[src/rtl/core/bmh_pkg.sv]
`timescale 1ns / 1ps
// ----------------------------------------------------------------------------
// bmh_pkg
// Shared constants, codes and types of the binary min-heap queue.
// ----------------------------------------------------------------------------
package bmh_pkg;

	localparam int DEPTH_DEF    = 1024;
	localparam int KEY_BITS_DEF = 31;

	localparam int CFG_W     = 11;
	localparam int CNT_OUT_W = 11;
	localparam logic [CFG_W-1:0] CAP_RESET = 11'd1024;

	localparam int APB_AW = 3;
	localparam int APB_DW = 32;
	localparam logic REG_CAP = 1'b0;

	localparam logic [1:0] OP_INSERT = 2'd0;
	localparam logic [1:0] OP_DELETE = 2'd1;
	localparam logic [1:0] OP_FIND   = 2'd2;

	localparam logic [1:0] ST_OK    = 2'd0;
	localparam logic [1:0] ST_FULL  = 2'd1;
	localparam logic [1:0] ST_EMPTY = 2'd2;

	typedef struct packed {
		logic       valid;
		logic [1:0] status;
	} res_ctl_t;

endpackage

[src/rtl/core/bmh_seq.sv]
`timescale 1ns / 1ps
// ----------------------------------------------------------------------------
// bmh_seq
// Sift sequencer: walks the heap one level at a time through a single
// key comparator and the store's one read and one write port.
// ----------------------------------------------------------------------------
module bmh_seq
	import bmh_pkg::*;
#(
	parameter int DEPTH    = DEPTH_DEF,
	parameter int KEY_BITS = KEY_BITS_DEF
) (
	input  logic                         clk,
	input  logic                         arst_n,
	input  logic                         start,
	input  logic [1:0]                   op,
	input  logic [KEY_BITS-1:0]          key,
	input  logic [CFG_W-1:0]             cap,
	output logic                         busy,
	output logic                         ram_we,
	output logic [$clog2(DEPTH)-1:0]     ram_waddr,
	output logic [KEY_BITS-1:0]          ram_wdata,
	output logic [$clog2(DEPTH)-1:0]     ram_raddr,
	input  logic [KEY_BITS-1:0]          ram_rdata,
	output res_ctl_t                     res_ctl,
	output logic [KEY_BITS-1:0]          res_key,
	output logic [$clog2(DEPTH+1)-1:0]   res_count
);

	localparam int AW     = $clog2(DEPTH);
	localparam int CNT_W  = $clog2(DEPTH+1);
	localparam int LIM_W  = (CNT_W > CFG_W) ? CNT_W : CFG_W;
	localparam int IDX2_W = CNT_W + 1;

	localparam logic [3:0] S_IDLE    = 4'd0;
	localparam logic [3:0] S_INS_RD  = 4'd1;
	localparam logic [3:0] S_INS_CMP = 4'd2;
	localparam logic [3:0] S_RT_RD   = 4'd3;
	localparam logic [3:0] S_LAST    = 4'd4;
	localparam logic [3:0] S_DL_RD   = 4'd5;
	localparam logic [3:0] S_DL_RR   = 4'd6;
	localparam logic [3:0] S_DL_SEL  = 4'd7;
	localparam logic [3:0] S_DL_DEC  = 4'd8;

	logic [3:0]          state_q, state_d;
	logic [CNT_W-1:0]    count_q, count_d;
	logic [CNT_W-1:0]    idx_q, cidx_q;
	logic [KEY_BITS-1:0] x_q, top_q, child_q;
	logic [1:0]          op_q;

	logic [KEY_BITS-1:0] cmp_a, cmp_b;
	logic                lt;
	logic                full;
	logic [IDX2_W-1:0]   c2, c2p1;

	function automatic logic [AW-1:0] slot(input logic [CNT_W-1:0] i);
		logic [CNT_W-1:0] j;
		j = i - CNT_W'(1);
		return j[AW-1:0];
	endfunction

	assign lt   = cmp_a < cmp_b;
	assign full = (LIM_W'(count_q) >= LIM_W'(cap)) || (LIM_W'(count_q) >= LIM_W'(DEPTH));
	assign c2   = {idx_q, 1'b0};
	assign c2p1 = {idx_q, 1'b1};
	assign busy = state_q != S_IDLE;

	always_comb begin
		state_d   = state_q;
		count_d   = count_q;
		ram_we    = 1'b0;
		ram_waddr = slot(idx_q);
		ram_wdata = x_q;
		ram_raddr = slot(CNT_W'(1));
		cmp_a     = x_q;
		cmp_b     = ram_rdata;
		res_ctl   = '{valid: 1'b0, status: ST_OK};
		res_key   = '0;
		res_count = count_q;
		unique case (state_q)
			S_IDLE: begin
				if (start) begin
					if (op == OP_INSERT) begin
						if (full) begin
							res_ctl = '{valid: 1'b1, status: ST_FULL};
						end else begin
							count_d = count_q + CNT_W'(1);
							state_d = S_INS_RD;
						end
					end else if (count_q == '0) begin
						res_ctl = '{valid: 1'b1, status: ST_EMPTY};
					end else begin
						state_d = S_RT_RD;
					end
				end
			end
			S_INS_RD: begin
				if (idx_q == CNT_W'(1)) begin
					ram_we  = 1'b1;
					res_ctl = '{valid: 1'b1, status: ST_OK};
					state_d = S_IDLE;
				end else begin
					ram_raddr = slot(idx_q >> 1);
					state_d   = S_INS_CMP;
				end
			end
			S_INS_CMP: begin
				ram_we = 1'b1;
				if (lt) begin
					ram_wdata = ram_rdata;
					state_d   = S_INS_RD;
				end else begin
					res_ctl = '{valid: 1'b1, status: ST_OK};
					state_d = S_IDLE;
				end
			end
			S_RT_RD: begin
				if (op_q == OP_DELETE) begin
					ram_raddr = slot(count_q);
					state_d   = S_LAST;
				end else begin
					res_ctl = '{valid: 1'b1, status: ST_OK};
					res_key = ram_rdata;
					state_d = S_IDLE;
				end
			end
			S_LAST: begin
				count_d = count_q - CNT_W'(1);
				state_d = S_DL_RD;
			end
			S_DL_RD: begin
				if (c2 > IDX2_W'(count_q)) begin
					ram_we  = 1'b1;
					res_ctl = '{valid: 1'b1, status: ST_OK};
					res_key = top_q;
					state_d = S_IDLE;
				end else begin
					ram_raddr = slot(c2[CNT_W-1:0]);
					state_d   = S_DL_RR;
				end
			end
			S_DL_RR: begin
				if (c2 != IDX2_W'(count_q)) begin
					ram_raddr = slot(c2p1[CNT_W-1:0]);
					state_d   = S_DL_SEL;
				end else begin
					state_d = S_DL_DEC;
				end
			end
			S_DL_SEL: begin
				cmp_a   = ram_rdata;
				cmp_b   = child_q;
				state_d = S_DL_DEC;
			end
			S_DL_DEC: begin
				cmp_a  = child_q;
				cmp_b  = x_q;
				ram_we = 1'b1;
				if (lt) begin
					ram_wdata = child_q;
					state_d   = S_DL_RD;
				end else begin
					res_ctl = '{valid: 1'b1, status: ST_OK};
					res_key = top_q;
					state_d = S_IDLE;
				end
			end
			default: begin
				state_d = S_IDLE;
			end
		endcase
	end

	always_ff @(posedge clk or negedge arst_n) begin
		if (!arst_n) begin
			state_q <= S_IDLE;
			count_q <= '0;
		end else begin
			state_q <= state_d;
			count_q <= count_d;
		end
	end

	always_ff @(posedge clk) begin
		case (state_q)
			S_IDLE: begin
				if (start) begin
					x_q   <= key;
					op_q  <= op;
					idx_q <= count_q + CNT_W'(1);
				end
			end
			S_INS_CMP: begin
				if (lt) begin
					idx_q <= idx_q >> 1;
				end
			end
			S_RT_RD: begin
				top_q <= ram_rdata;
			end
			S_LAST: begin
				x_q   <= ram_rdata;
				idx_q <= CNT_W'(1);
			end
			S_DL_RR: begin
				child_q <= ram_rdata;
				cidx_q  <= c2[CNT_W-1:0];
			end
			S_DL_SEL: begin
				if (lt) begin
					child_q <= ram_rdata;
					cidx_q  <= cidx_q + CNT_W'(1);
				end
			end
			S_DL_DEC: begin
				if (lt) begin
					idx_q <= cidx_q;
				end
			end
			default: begin
			end
		endcase
	end

endmodule
[config.mk]
export PLATFORM = sky130hd
export DESIGN_NAME = bmh_seq
export DESIGN_NICKNAME = d
export VERILOG_FILES = /design/src/rtl/core/bmh_pkg.sv /design/src/rtl/core/bmh_seq.sv
export SDC_FILE = /design/constraint.sdc
export NUM_CORES = 1
export LEC_CHECK = 0
export ABC_AREA = 1
export BUFFER_PORTS_ARGS = -buffer_cell sky130_fd_sc_hd__buf_4
export CAP_MARGIN = 10
export CORE_ASPECT_RATIO = 0.5
export CORE_MARGIN = 5
export CORE_UTILIZATION = 50
export DETAILED_ROUTE_END_ITERATION = 12
export PLACE_DENSITY = 0.73
export SETUP_SLACK_MARGIN = 0.5
export SYNTH_ARGS = -nofsm -noshare
export SYNTH_HDL_FRONTEND = slang
export SYNTH_SLANG_ARGS = --single-unit
[constraint.sdc]
create_clock -name clk -period 6.1 [get_ports clk]
set_clock_uncertainty 0.15 [all_clocks]
set_input_delay 0.61 -clock clk [delete_from_list [all_inputs] [get_ports clk]]
set_output_delay 0.61 -clock clk [all_outputs]
set_load 0.03 [all_outputs]
==> metrics <==
status=finished, final reports clean; Net Count, Synth=about 1500; initial antenna violation count=0; routed vias=10200; fin nets=~1600; YS warnings=0; Diodes inserted=0; final hold violation count=0; hold-critical path depth=1; RD Place Congestion=0.923; Initial DRC Count=about 1100; Int Pwr=3.16 mW; P per Cell Area=531 mW/mm2; # clock sinks=132; CTS root buf=clkbuf_16; CTS Buf Count=17; Max-Cap Viols=0; Syn Area/Cell=7.57 um2; Reg clk slew, reported paths=60 ps; Setup TNS=0 ps; CP max FO=25; setup violators final=0; placed cells=1701; final worst-path cycle share=0.869; DIE AREA=0.0230 mm2; Fmax=189 MHz; P_sw=3.29 mW; commonest non-fill, non-tap cell in the layout=nand2_1; DR DRC count=0; row cnt=36; global route overflow=0; Post-Syn Instances=1315; post-synth cell types=36; DRT antenna net count=0; pin count of the biggest net entering global routing=64; switch share=0.510; worst r2r path cells=15; IO Pins=176; Area Growth Syn to Fin=22.0%; RSZ-0062 raised after global routing=false; vias in the first global route=~9700; Flop pwr share=0.248; relative slew slack=0.184; Mapped Area=0.00996 mm2; die width=210 um; Post-Layout Cell Count=1739; CTS tree=yes; detailed-route vias per instance=5.87; VDD IR-drop max=0.262 mV; Hold Path End=op_q[0]; Clock Latency Late Sink=430 ps; crit path DAT=4540 ps; drt pass-1 iters=6; Initial Utilization=0.511; first-pass GRT wire length=51600 um; critical path class=reg2out; post-route setup slack=roughly 800 ps; Clk pwr share=0.158; Comb power frac=0.594; post-synthesis sequential area ratio=0.390; port buffer count=175; Worst EP required=5340 ps; Leak=5.78 nW; Worst R2R End=child_q[11]; Critical Path Sink Type=output port; Worst-Margin Slew=1220 ps; CP Launch Type=register; Slew Limit Fails=0; Placeable Area=0.0195 mm2; GRT Overall Usage=0.281; FF-to-FF setup slack=970 ps; R2R Path Start=state_q[1]; post-route minimum period=5300 ps; DP Worst Slack=486 ps; Util after Layout=0.623; DR WL/cell=19.2 um; detailed-route wire length=33400 um; Die H=110 um; htree depth=4; Clock Tree Buf Depth=2; Hold Crit Class=in2reg; most frequent cells in the layout=267 x nand2_1, 230 x inv_1, 194 x buf_4; #FFs+latches synth=roughly 130; min-delay src=op[0]; proportion of layout cells with a drive suffix above 1=0.166; DP Wirelength=23600 um
[logic make-up after synthesis]
family,Yosys count,synth area share
AOI/OAI and AO/OA,263,0.160
xor gates and xnor gates,36,0.0317
adders and majority gates,58,0.0729
buffers and inverters,307,0.118
DFF,132,0.390
and+or+nand+nor,519,0.227
[metal layers]
metal / global-route usage / part of all wire / up-vias
met1: 0.387 / 0.42 / 4813
met4: 0.0963 / 0.021 / 0
met3: 0.0422 / 0.092 / 56
li1: - / - / 4815
met2: 0.459 / 0.46 / 520
met5: 0 / 0 / -
[per-stage QoR]
step           hold slack, ps  total power, mW  instance area (um2)
2_1_floorplan             164             4.05                 9960
3_3_place_gp              338             5.30                11500
3_5_place_dp              340             5.36                11500
4_1_cts                   207             6.39                12100
5_1_grt                   207             6.86                12200
6_report                  216             6.45                12200
[worst max path at each step]
stage,start,to,slack (ps),depth (start not counted)
floorplan,state_q[3],child_q[0],810,16
global placement,state_q[3],child_q[7],620,15
detailed placement,state_q[3],child_q[10],490,15
CTS,state_q[1],res_key[15],590,22
global route,state_q[1],res_key[13],510,16
finish,state_q[3],ram_wdata[30],800,25
[cells in the mapped netlist (all sizes together)]
master / number / area share
nand2: 272 / 0.10
inv: 232 / 0.087
nand3: 118 / 0.060
edfxtp: 117 / 0.35
o21ai: 74 / 0.037
o22ai: 68 / 0.043
a21oi: 64 / 0.032
nor2: 62 / 0.024
ha: 58 / 0.073
clkbuf: 54 / 0.020
nand4: 43 / 0.027
o221ai: 40 / 0.035
xor2: 33 / 0.029
nor3: 21 / 0.011
buf: 18 / 0.0090
dfrtp: 15 / 0.038
o211ai: 6 / 0.0045
clkinv: 3 / 0.0011
nor4: 3 / 0.0019
xnor2: 3 / 0.0026
a31oi: 2 / 0.0013
o2111ai: 2 / 0.0018
a211oi: 1 / 0.00075
a21boi: 1 / 0.00075
a21o: 1 / 0.00075
a221oi: 1 / 0.00088
a22oi: 1 / 0.00075
o21a: 1 / 0.00075
o31ai: 1 / 0.00075
[flip-flops by register name, summed over array words and instances (netlist names)]
name       flops
child_q       31
cidx_q        11
idx_q         11
op_q           2
res_count     11
state_q        4
top_q         31
x_q           31
[critical path: stages (launching register included)]
cell and delay (ps):
dfrtp_1 400, inv_1 120, nor2_2 70, nand2_2 370, inv_1 260, nor2_4 270, buf_4 310, nand2_1 90
o221ai_1 110, ha_1 300, nand2_1 80, inv_1 40, nand2_1 50, clkinv_1 50, nand2_1 60, nand2_1 70
nand2_1 60, nand2_1 70, nand2_1 70, nand2_1 80, nand2_2 310, buf_6 300, nand4_1 190, nand2_1 150
inv_1 40, buf_4 160
[cell type report]
| class | count | area (um2) |
|---|---|---|
| fillers | 1696 | 7350 |
| clock buffers | 19 | 433 |
| flip-flops and latches | 132 | 3890 |
| inverters | 235 | 882 |
| clock inverters | 12 | 133 |
| well taps | 266 | 333 |
| repair buffers | 197 | 1500 |
| multi-input cells | 878 | 4990 |
[what timing repair did]
item	4_1_cts	5_1_grt
hold endpoints to repair	15	0
resized for setup	2	5
buffers inserted	0	4
setup endpoints to repair	105	105
hold buffers	1	0
gates cloned	1	1
pin swaps	1	1
[power by group through the flow]
stage / registers, mW / logic, mW / clock network [mW]
floorplan: 1.56 / 2.49 / 0
global placement: 1.60 / 3.70 / 0
CTS: 1.59 / 3.78 / 1.02
detailed placement: 1.60 / 3.75 / 0
global route: 1.62 / 4.17 / 1.06
finish: 1.60 / 3.83 / 1.02
Power figures use the tool's default switching activity.
