File: config.mk
export PLATFORM = sky130hd
export DESIGN_NAME = bmh_apb
export DESIGN_NICKNAME = d
export VERILOG_FILES = /design/src/rtl/core/bmh_pkg.sv /design/src/rtl/core/bmh_apb.sv
export SDC_FILE = /design/constraint.sdc
export NUM_CORES = 1
export LEC_CHECK = 0
export ABC_AREA = 1
export ABC_CLOCK_PERIOD_IN_PS = 1200
export BUFFER_PORTS_ARGS = -buffer_cell sky130_fd_sc_hd__buf_4
export CORE_MARGIN = 2
export CORE_UTILIZATION = 33
export CTS_CLUSTER_SIZE = 30
export DETAILED_ROUTE_END_ITERATION = 7
export GPL_ROUTABILITY_DRIVEN = 0
export PLACE_DENSITY = 0.82
export REMOVE_ABC_BUFFERS = 1
export SLEW_MARGIN = 15
export SYNTH_ARGS = -nofsm -noshare
export SYNTH_HDL_FRONTEND = slang
export SYNTH_SLANG_ARGS = --single-unit
File: constraint.sdc
create_clock -name clk -period 1.2 [get_ports clk]
set_clock_uncertainty 0.15 [all_clocks]
set_input_delay 0.24 -clock clk [delete_from_list [all_inputs] [get_ports clk]]
set_output_delay 0.24 -clock clk [all_outputs]
set_load 0.05 [all_outputs]
File: src/rtl/core/bmh_pkg.sv
`timescale 1ns / 1ps
// ----------------------------------------------------------------------------
// bmh_pkg
// Shared constants, codes and types of the binary min-heap queue.
// ----------------------------------------------------------------------------
package bmh_pkg;

	localparam int DEPTH_DEF    = 1024;
	localparam int KEY_BITS_DEF = 31;

	localparam int CFG_W     = 11;
	localparam int CNT_OUT_W = 11;
	localparam logic [CFG_W-1:0] CAP_RESET = 11'd1024;

	localparam int APB_AW = 3;
	localparam int APB_DW = 32;
	localparam logic REG_CAP = 1'b0;

	localparam logic [1:0] OP_INSERT = 2'd0;
	localparam logic [1:0] OP_DELETE = 2'd1;
	localparam logic [1:0] OP_FIND   = 2'd2;

	localparam logic [1:0] ST_OK    = 2'd0;
	localparam logic [1:0] ST_FULL  = 2'd1;
	localparam logic [1:0] ST_EMPTY = 2'd2;

	typedef struct packed {
		logic       valid;
		logic [1:0] status;
	} res_ctl_t;

endpackage

File: src/rtl/core/bmh_apb.sv
`timescale 1ns / 1ps
// ----------------------------------------------------------------------------
// bmh_apb
// APB register slice holding the capacity limit.
// ----------------------------------------------------------------------------
module bmh_apb
	import bmh_pkg::*;
(
	input  logic              clk,
	input  logic              arst_n,
	input  logic              psel,
	input  logic              penable,
	input  logic              pwrite,
	input  logic [APB_AW-1:0] paddr,
	input  logic [APB_DW-1:0] pwdata,
	output logic [APB_DW-1:0] prdata,
	output logic              pready,
	output logic [CFG_W-1:0]  cap
);

	logic             reg_idx;
	logic             wr_beat;
	logic [CFG_W-1:0] cap_q;

	assign reg_idx = paddr[2];
	assign wr_beat = psel && penable && pwrite;
	assign pready  = 1'b1;
	assign cap     = cap_q;

	always_ff @(posedge clk or negedge arst_n) begin
		if (!arst_n) begin
			cap_q <= CAP_RESET;
		end else if (wr_beat && reg_idx == REG_CAP) begin
			cap_q <= pwdata[CFG_W-1:0];
		end
	end

	always_comb begin
		unique case (reg_idx)
			REG_CAP: prdata = APB_DW'(cap_q);
			default: prdata = '0;
		endcase
	end

endmodule

==> key figures, run 1 <==
Logic synthesis
  • Area contributors post-synth: dfrtp_1, buf_4, nand2_1
  • Post-synthesis sequential area ratio: 0.384
  • Syn avg cell area: slightly above 7 sq um
  • Seq cells post-synth: 11
  • Post-synth top area cell: dfrtp_1
  • Number of distinct library cells after synthesis: 11
  • Gate Count Post-Synth: between 90 and 100
  • Top cell type's share of synthesized area: 0.348
  • Synth Warn #: 0
  • Syn Std Cell Area: 719 sq um

CTS
  • TritonCTS clock tree: yes
  • Clk Latency, worst-skew pair: approximately 260 ps
  • Sink Count: 11
  • H-tree depth: 1
  • CTS clk-pin slew, worst paths: approximately 70 ps
  • Bufs on Longest Clock Path: 2
  • Root Driver: clkbuf_4
  • Total CTS buffers: 3

Placement
  • Cell Area, Placed: slightly below 1000 sq um
  • DP HPWL: around 1.2 mm
  • Port Buffers: 38

GRT
  • Initial antenna violation count: 0
  • First-pass GRT wire length: 2.66 mm
  • Vias in the first global route: 637
  • Gr usage total: 0.136
  • Grt total ovfl: 0
  • Largest net degree at the start of global routing: 12

Setup path
  • Cells on worst reg2reg path: 5
  • Crit Path Category: reg -> out
  • R2R Setup Slk: about 110 ps
  • Worst R2R Start: cap[1]$_DFFE_PN0P_
  • Cell Chain, Critical Path: inv_2, nor2_2, buf_6
  • CP delay by family, top: flip-flops
  • Req. time, crit path: around 810 ps
  • Critical Path Sink Type: output pin
  • Crit. Startpoint: cap[10]$_DFFE_PN1P_
  • Capturing point of the worst reg2reg path: cap[1]$_DFFE_PN0P_
  • CP Max Fanout: 2
  • Worst Path Buf+Inv: 2
  • Startpoint types: flop
  • Worst path depth: 3
  • Crit path max-delay cell type: dfstp_2
  • WP data arrival: around 1100 ps
  • Largest stage delay on the critical path: approximately 540 ps

Finish
  • Final net count: between 150 and 200
  • Layout cells sized above 1: 0.465
  • Antenna diode count: 0
  • Fillcell total: 176
  • Largest register FFs: 11
  • Synth-to-Final Area Change: 75.8%
  • Design Area, Final: 1260 sq um
  • Multi-input combinational cell area: just under 300 sq um
  • Register area: 277 sq um

Flow run
  • Max Cap Viol: 0

Drt
  • Post-route DRC: 0
  • Routed WL: between 1.5 and 2 mm
  • Post-DR wirelength/cell: 10.1 um
  • Drt pass-1 iters: 4
  • Antenna viol nets, final: 0
  • Starting DRC count in detailed routing: 3
  • Vias per cell: around 4.0
  • Vias: roughly 740

Floorplan
  • Core area: ~2000 sq um
  • Chip Width: between 50 and 60 um
  • IO Pins: between 80 and 90
  • Rows: 16
  • DIE AREA: ~2600 sq um
  • Starting Density: 0.359
  • Die height: slightly above 50 um

Pwr
  • Worst VDD drop: 769 uV
  • Leak Pwr: roughly 0.7 nW
  • Pwr dens: 1580 nW/um^2

Timing
  • Pins over their slew limit: 0
  • Setup Total Neg Slack: -2980 ps
  • RSZ-0062 raised after global routing: true
  • Final Hold Fails: 0
  • Min cycle time layout: 1480 ps
  • Post-route setup slack: -275 ps
  • Final period utilization: 1.23
  • Max Clk Rate: 0.678 GHz
  • Setup-failing EPs final: 22

Min path
  • HP Class: in -> reg
  • Worst Hold Depth: 3
  • Min-delay src: pwdata[10]
  • Min-Delay Endpoint: cap[10]$_DFFE_PN1P_

Status
  • Failing checks: negative setup slack
  • Status: finished with violations
## tightest hold or removal path: cells and delay by family
kind / cells / cell delay, ps
simple gates: 2 / 110
buf+inv: 1 / 100
## metal layers
metal / up-vias / part of all wire / global-route usage
li1: 363 / - / -
met3: 2 / 0.083 / 0.0446
met1: 323 / 0.36 / 0.149
met2: 47 / 0.55 / 0.243
met5: - / 0 / 0
met4: 0 / 0.0049 / 0.0495
## cell families (layout without fill, tap and decap cells)
family | Yosys count | in the layout | synth area share
buffers and inverters | 39 | 75 | 0.337
flip-flops | 11 | 11 | 0.384
other | 2 | 22 | 0.0104
AND/OR/NAND/NOR | 47 | 47 | 0.268
## where the power goes
group	internal [mW]	switching, mW
Combinational	0.481	0.767
Sequential	0.445	0.0577
Clock	0.128	0.122
## metrics by stage
stage	utilization	cells	setup WS, ps	power [mW]	hold slack [ps]
floorplan	-	93	-587	1.15	-206
global placement	0.482	164	-15.2	1.41	-72.0
detailed placement	0.482	164	-28.4	1.43	-66.9
CTS	0.563	173	-309	1.83	28.6
finish	0.632	182	-275	2.00	41.7
global route	0.632	182	-332	2.10	55.1
## worst max-delay path by stage
stage                       endpoint
final                     prdata[10]
after global routing      prdata[10]
after CTS                 prdata[10]
after detailed placement  prdata[10]
after global placement     prdata[6]
after floorplan           prdata[10]
## synthesized netlist by cell type
cell	count
buf_2	2
buf_4	23
buf_6	1
conb_1	2
dfrtp_1	10
dfstp_2	1
inv_1	13
nand2_1	24
nand3_1	11
nor2_1	11
nor2_2	1
## cell usage in the layout, fill, tap and decap left out, drive strengths merged
| cell | n |
|---|---|
| buf | 57 |
| nand2 | 24 |
| conb | 22 |
| inv | 13 |
| nor2 | 12 |
| nand3 | 11 |
| dfrtp | 10 |
| clkbuf | 4 |
| dfstp | 1 |
| dlygate4sd3 | 1 |
## repair_timing
item                       CTS  global route
gates cloned                 0             0
hold endpoints to repair    11             0
hold buffers                 1             0
pin swaps                    2             3
setup endpoints to repair   22            22
setup buffers                4             9
resized for setup           29            20
## cell type report
| cell class | instances | area share |
|---|---|---|
| repair buffers | 58 | 0.462 |
| multi-input cells | 69 | 0.233 |
| flip-flops and latches | 11 | 0.219 |
| inverters | 13 | 0.0386 |
| well taps | 27 | 0.0267 |
| clock buffers | 4 | 0.0208 |
Note: power is estimated with default switching activity, not from simulation.
==> inputs of run 2 (changes only) <==
--- a/config.mk
+++ b/config.mk
@@ -5,10 +5,8 @@
 export SDC_FILE = /design/constraint.sdc
 export NUM_CORES = 1
 export LEC_CHECK = 0
-export ABC_AREA = 1
 export ABC_CLOCK_PERIOD_IN_PS = 1200
 export BUFFER_PORTS_ARGS = -buffer_cell sky130_fd_sc_hd__buf_4
-export CORE_MARGIN = 2
 export CORE_UTILIZATION = 33
 export CTS_CLUSTER_SIZE = 30
 export DETAILED_ROUTE_END_ITERATION = 7
==> key figures, run 2 <==
Placement
  • Cell Area, Placed: 968 sq um (+0.39%)
  • DP HPWL: 983 um (-21%)
  • Port Buffers: 38 (unchanged)
  • Cells after DPL: 124 (-24%)
  • Dpl ws: -104 ps (-75.5 ps)

Finish
  • Final net count: 151 (-23%)
  • Design Area, Final: 1190 sq um (-6.0%)
  • Fillcell total: 158 (-10%)
  • Most frequent cells in the layout: conb_1, buf_4, buf_6
  • Final cell count without fillers: 137 (-25%)
  • Core Util, Final: 0.594 (-0.0381)
  • Antenna diode count: 0 (unchanged)
  • Synth-to-Final Area Change: 65.2%
  • Layout cells sized above 1: 0.600 (+0.135)
  • Largest register FFs: 11 (unchanged)

Drt
  • Starting DRC count in detailed routing: 6 (+3)
  • Met1 Wirelength: 521 um (-21%)
  • DR WL met3: 152 um (-1.3%)
  • Post-DR wirelength/cell: 10.5 um (+3.5%)
  • Antenna viol nets, final: 0 (unchanged)
  • Vias: 541 (-26%)
  • Drt pass-1 iters: 2 (-2)
  • Routed WL: 1.44 mm (-22%)
  • Post-route DRC: 0 (unchanged)
  • Max Used Layer: met4
  • Vias per cell: 3.95 (-2.2%)
  • DR WL met2: 754 um (-26%)

Setup path
  • Critical Path Sink Type: output pin
  • CP Max Fanout: 2 (unchanged)
  • Startpoint types: flop
  • Crit Path Category: reg -> out
  • R2R Setup Slk: 150 ps (+40 ps)
  • Crit. Startpoint: cap[10]$_DFFE_PN1P_
  • WP data arrival: 1070 ps (-20 ps)
  • Worst R2R Start: cap[0]$_DFFE_PN0P_
  • Req. time, crit path: 810 ps (about the same)

Floorplan
  • Die height: 48.7 um (-3.9%)
  • DIE AREA: 2370 sq um (-7.7%)
  • IO Pins: 84 (unchanged)
  • Core area: 2000 sq um (unchanged)
  • Rows: 16 (unchanged)
  • Chip Width: 48.7 um (-3.9%)
  • Starting Density: 0.359 (unchanged)

GRT
  • Initial antenna violation count: 0 (unchanged)
  • Largest net degree at the start of global routing: 12 (unchanged)
  • First-pass GRT wire length: 2.23 mm (-16%)
  • Vias in the first global route: 489 (-23%)
  • Gr usage total: 0.127 (-0.00901)
  • Grt total ovfl: 0 (unchanged)

Logic synthesis
  • Top cell type's share of synthesized area: 0.348 (unchanged)
  • Count leader, synth: buf_4
  • Post-synth top area cell: dfrtp_1
  • Syn avg cell area: 12.0 sq um (+65%)
  • EDFF count, synth: 0 (unchanged)
  • Number of distinct library cells after synthesis: 11 (unchanged)
  • Commonest cells in the netlist: buf_4, dfrtp_1, mux2_4, nor2b_1, conb_1
  • Seq cells post-synth: 11 (unchanged)
  • Area contributors post-synth: dfrtp_1, buf_4, mux2_4
  • Syn Std Cell Area: 719 sq um (unchanged)
  • Main synth FF type: dfrtp_1
  • Post-synthesis sequential area ratio: 0.384 (unchanged)
  • Gate Count Post-Synth: 60 (-39%)
  • Synth Warn #: 0 (unchanged)
  • Asr flop ratio synth: 1.00 (unchanged)

Timing
  • Setup Total Neg Slack: -2740 ps (+240 ps)
  • Setup-failing EPs final: 22 (unchanged)
  • Pins over their slew limit: 0 (unchanged)
  • Post-route setup slack: -264 ps (+10.9 ps)
  • Min cycle time layout: 1460 ps (-10.9 ps)
  • Max Clk Rate: 0.683 GHz (+0.75%)
  • RSZ-0062 raised after global routing: true
  • Final period utilization: 1.22 (-0.00911)
  • WHS: 59.7 ps (+18.0 ps)
  • Final Hold Fails: 0 (unchanged)

Min path
  • Min-delay src: pwdata[4]
  • HP Class: in -> reg

CTS
  • Root Driver: clkbuf_4
  • Bufs on Longest Clock Path: 2 (unchanged)
  • Total CTS buffers: 3 (unchanged)
  • Clk Latency, worst-skew pair: 260 ps (about the same)
  • Sink Count: 11 (unchanged)
  • H-tree depth: 1 (unchanged)
  • TritonCTS clock tree: yes
  • CTS clk-pin slew, worst paths: 60 ps (about the same)

Pwr
  • Worst VDD drop: 1120 uV (+46%)
  • Leak Pwr: 0.649 nW (-9.8%)
  • Total power: 2.11 mW (+5.3%)
  • Pwr dens: 1770 nW/um^2 (+12%)

Flow run
  • Max Cap Viol: 0 (unchanged)

Status
  • Status: finished with violations
  • Failing checks: negative setup slack
[run 2: changes by cell type in the layout (fill, tap and decap cells not counted), sizes merged]
cell	before	now
nand4b	0	1
nor2	12	0
buf	57	49
nand2	24	0
nand3	11	0
inv	13	0
and2b	0	1
mux2	0	11
nor2b	0	10
[run 2: timing repair]
item | CTS | global route
setup endpoints to repair | 22 | 22
hold buffers | 1 | 0
buffers inserted | 2 | 6
gates resized for setup | 24 | 9
hold endpoints to repair | 11 | 0
[run 2: worst paths after layout]
| kind | cells past startpoint | end |
|---|---|---|
| max | 2 | prdata[10] |
| min | 2 | cap[4]$_DFFE_PN0P_ |
| max reg2reg | 2 | cap[0]$_DFFE_PN0P_ |
| min reg2reg | 1 | cap[6]$_DFFE_PN0P_ |
| max in group asynchronous | 2 | cap[10]$_DFFE_PN1P_ |
| min in group asynchronous | 2 | cap[4]$_DFFE_PN0P_ |
[run 2: kinds of logic (layout without fill, tap and decap cells)]
family / Yosys count / in the layout / synth area share
other: 2 / 22 / 0.0104
DFF: 11 / 11 / 0.384
buffers and inverters: 24 / 54 / 0.250
and+or+nand+nor: 12 / 12 / 0.130
muxes: 11 / 11 / 0.224
[run 2: power by group]
group / internal [mW] / leakage [nW] / switching [mW] / total (mW)
logic: 0.556 / 0.503 / 0.783 / 1.34
clock network: 0.128 / 0.0150 / 0.109 / 0.237
registers: 0.459 / 0.131 / 0.0702 / 0.529
total: 1.14 / 0.649 / 0.963 / 2.11
[run 2: cell type report]
cell class	count	area (sq um)	share of cell area
Clock buffer	4	26.3	0.0221
Multi-Input combinational cell	45	345	0.291
Sequential cell	11	277	0.233
Tap cell	27	33.8	0.0284
Timing Repair Buffer	50	507	0.426
[run 2: critical path, stage by stage (launching register included)]
cell     delay, ps
dfstp_2        530
nor2b_4        130
buf_6          160
[run 2: per-layer routing]
layer  global-route usage  up-vias
li1                     -      246
met1                0.142      247
met2                0.215       46
met3               0.0535        2
met4               0.0441        0
met5                    0        -
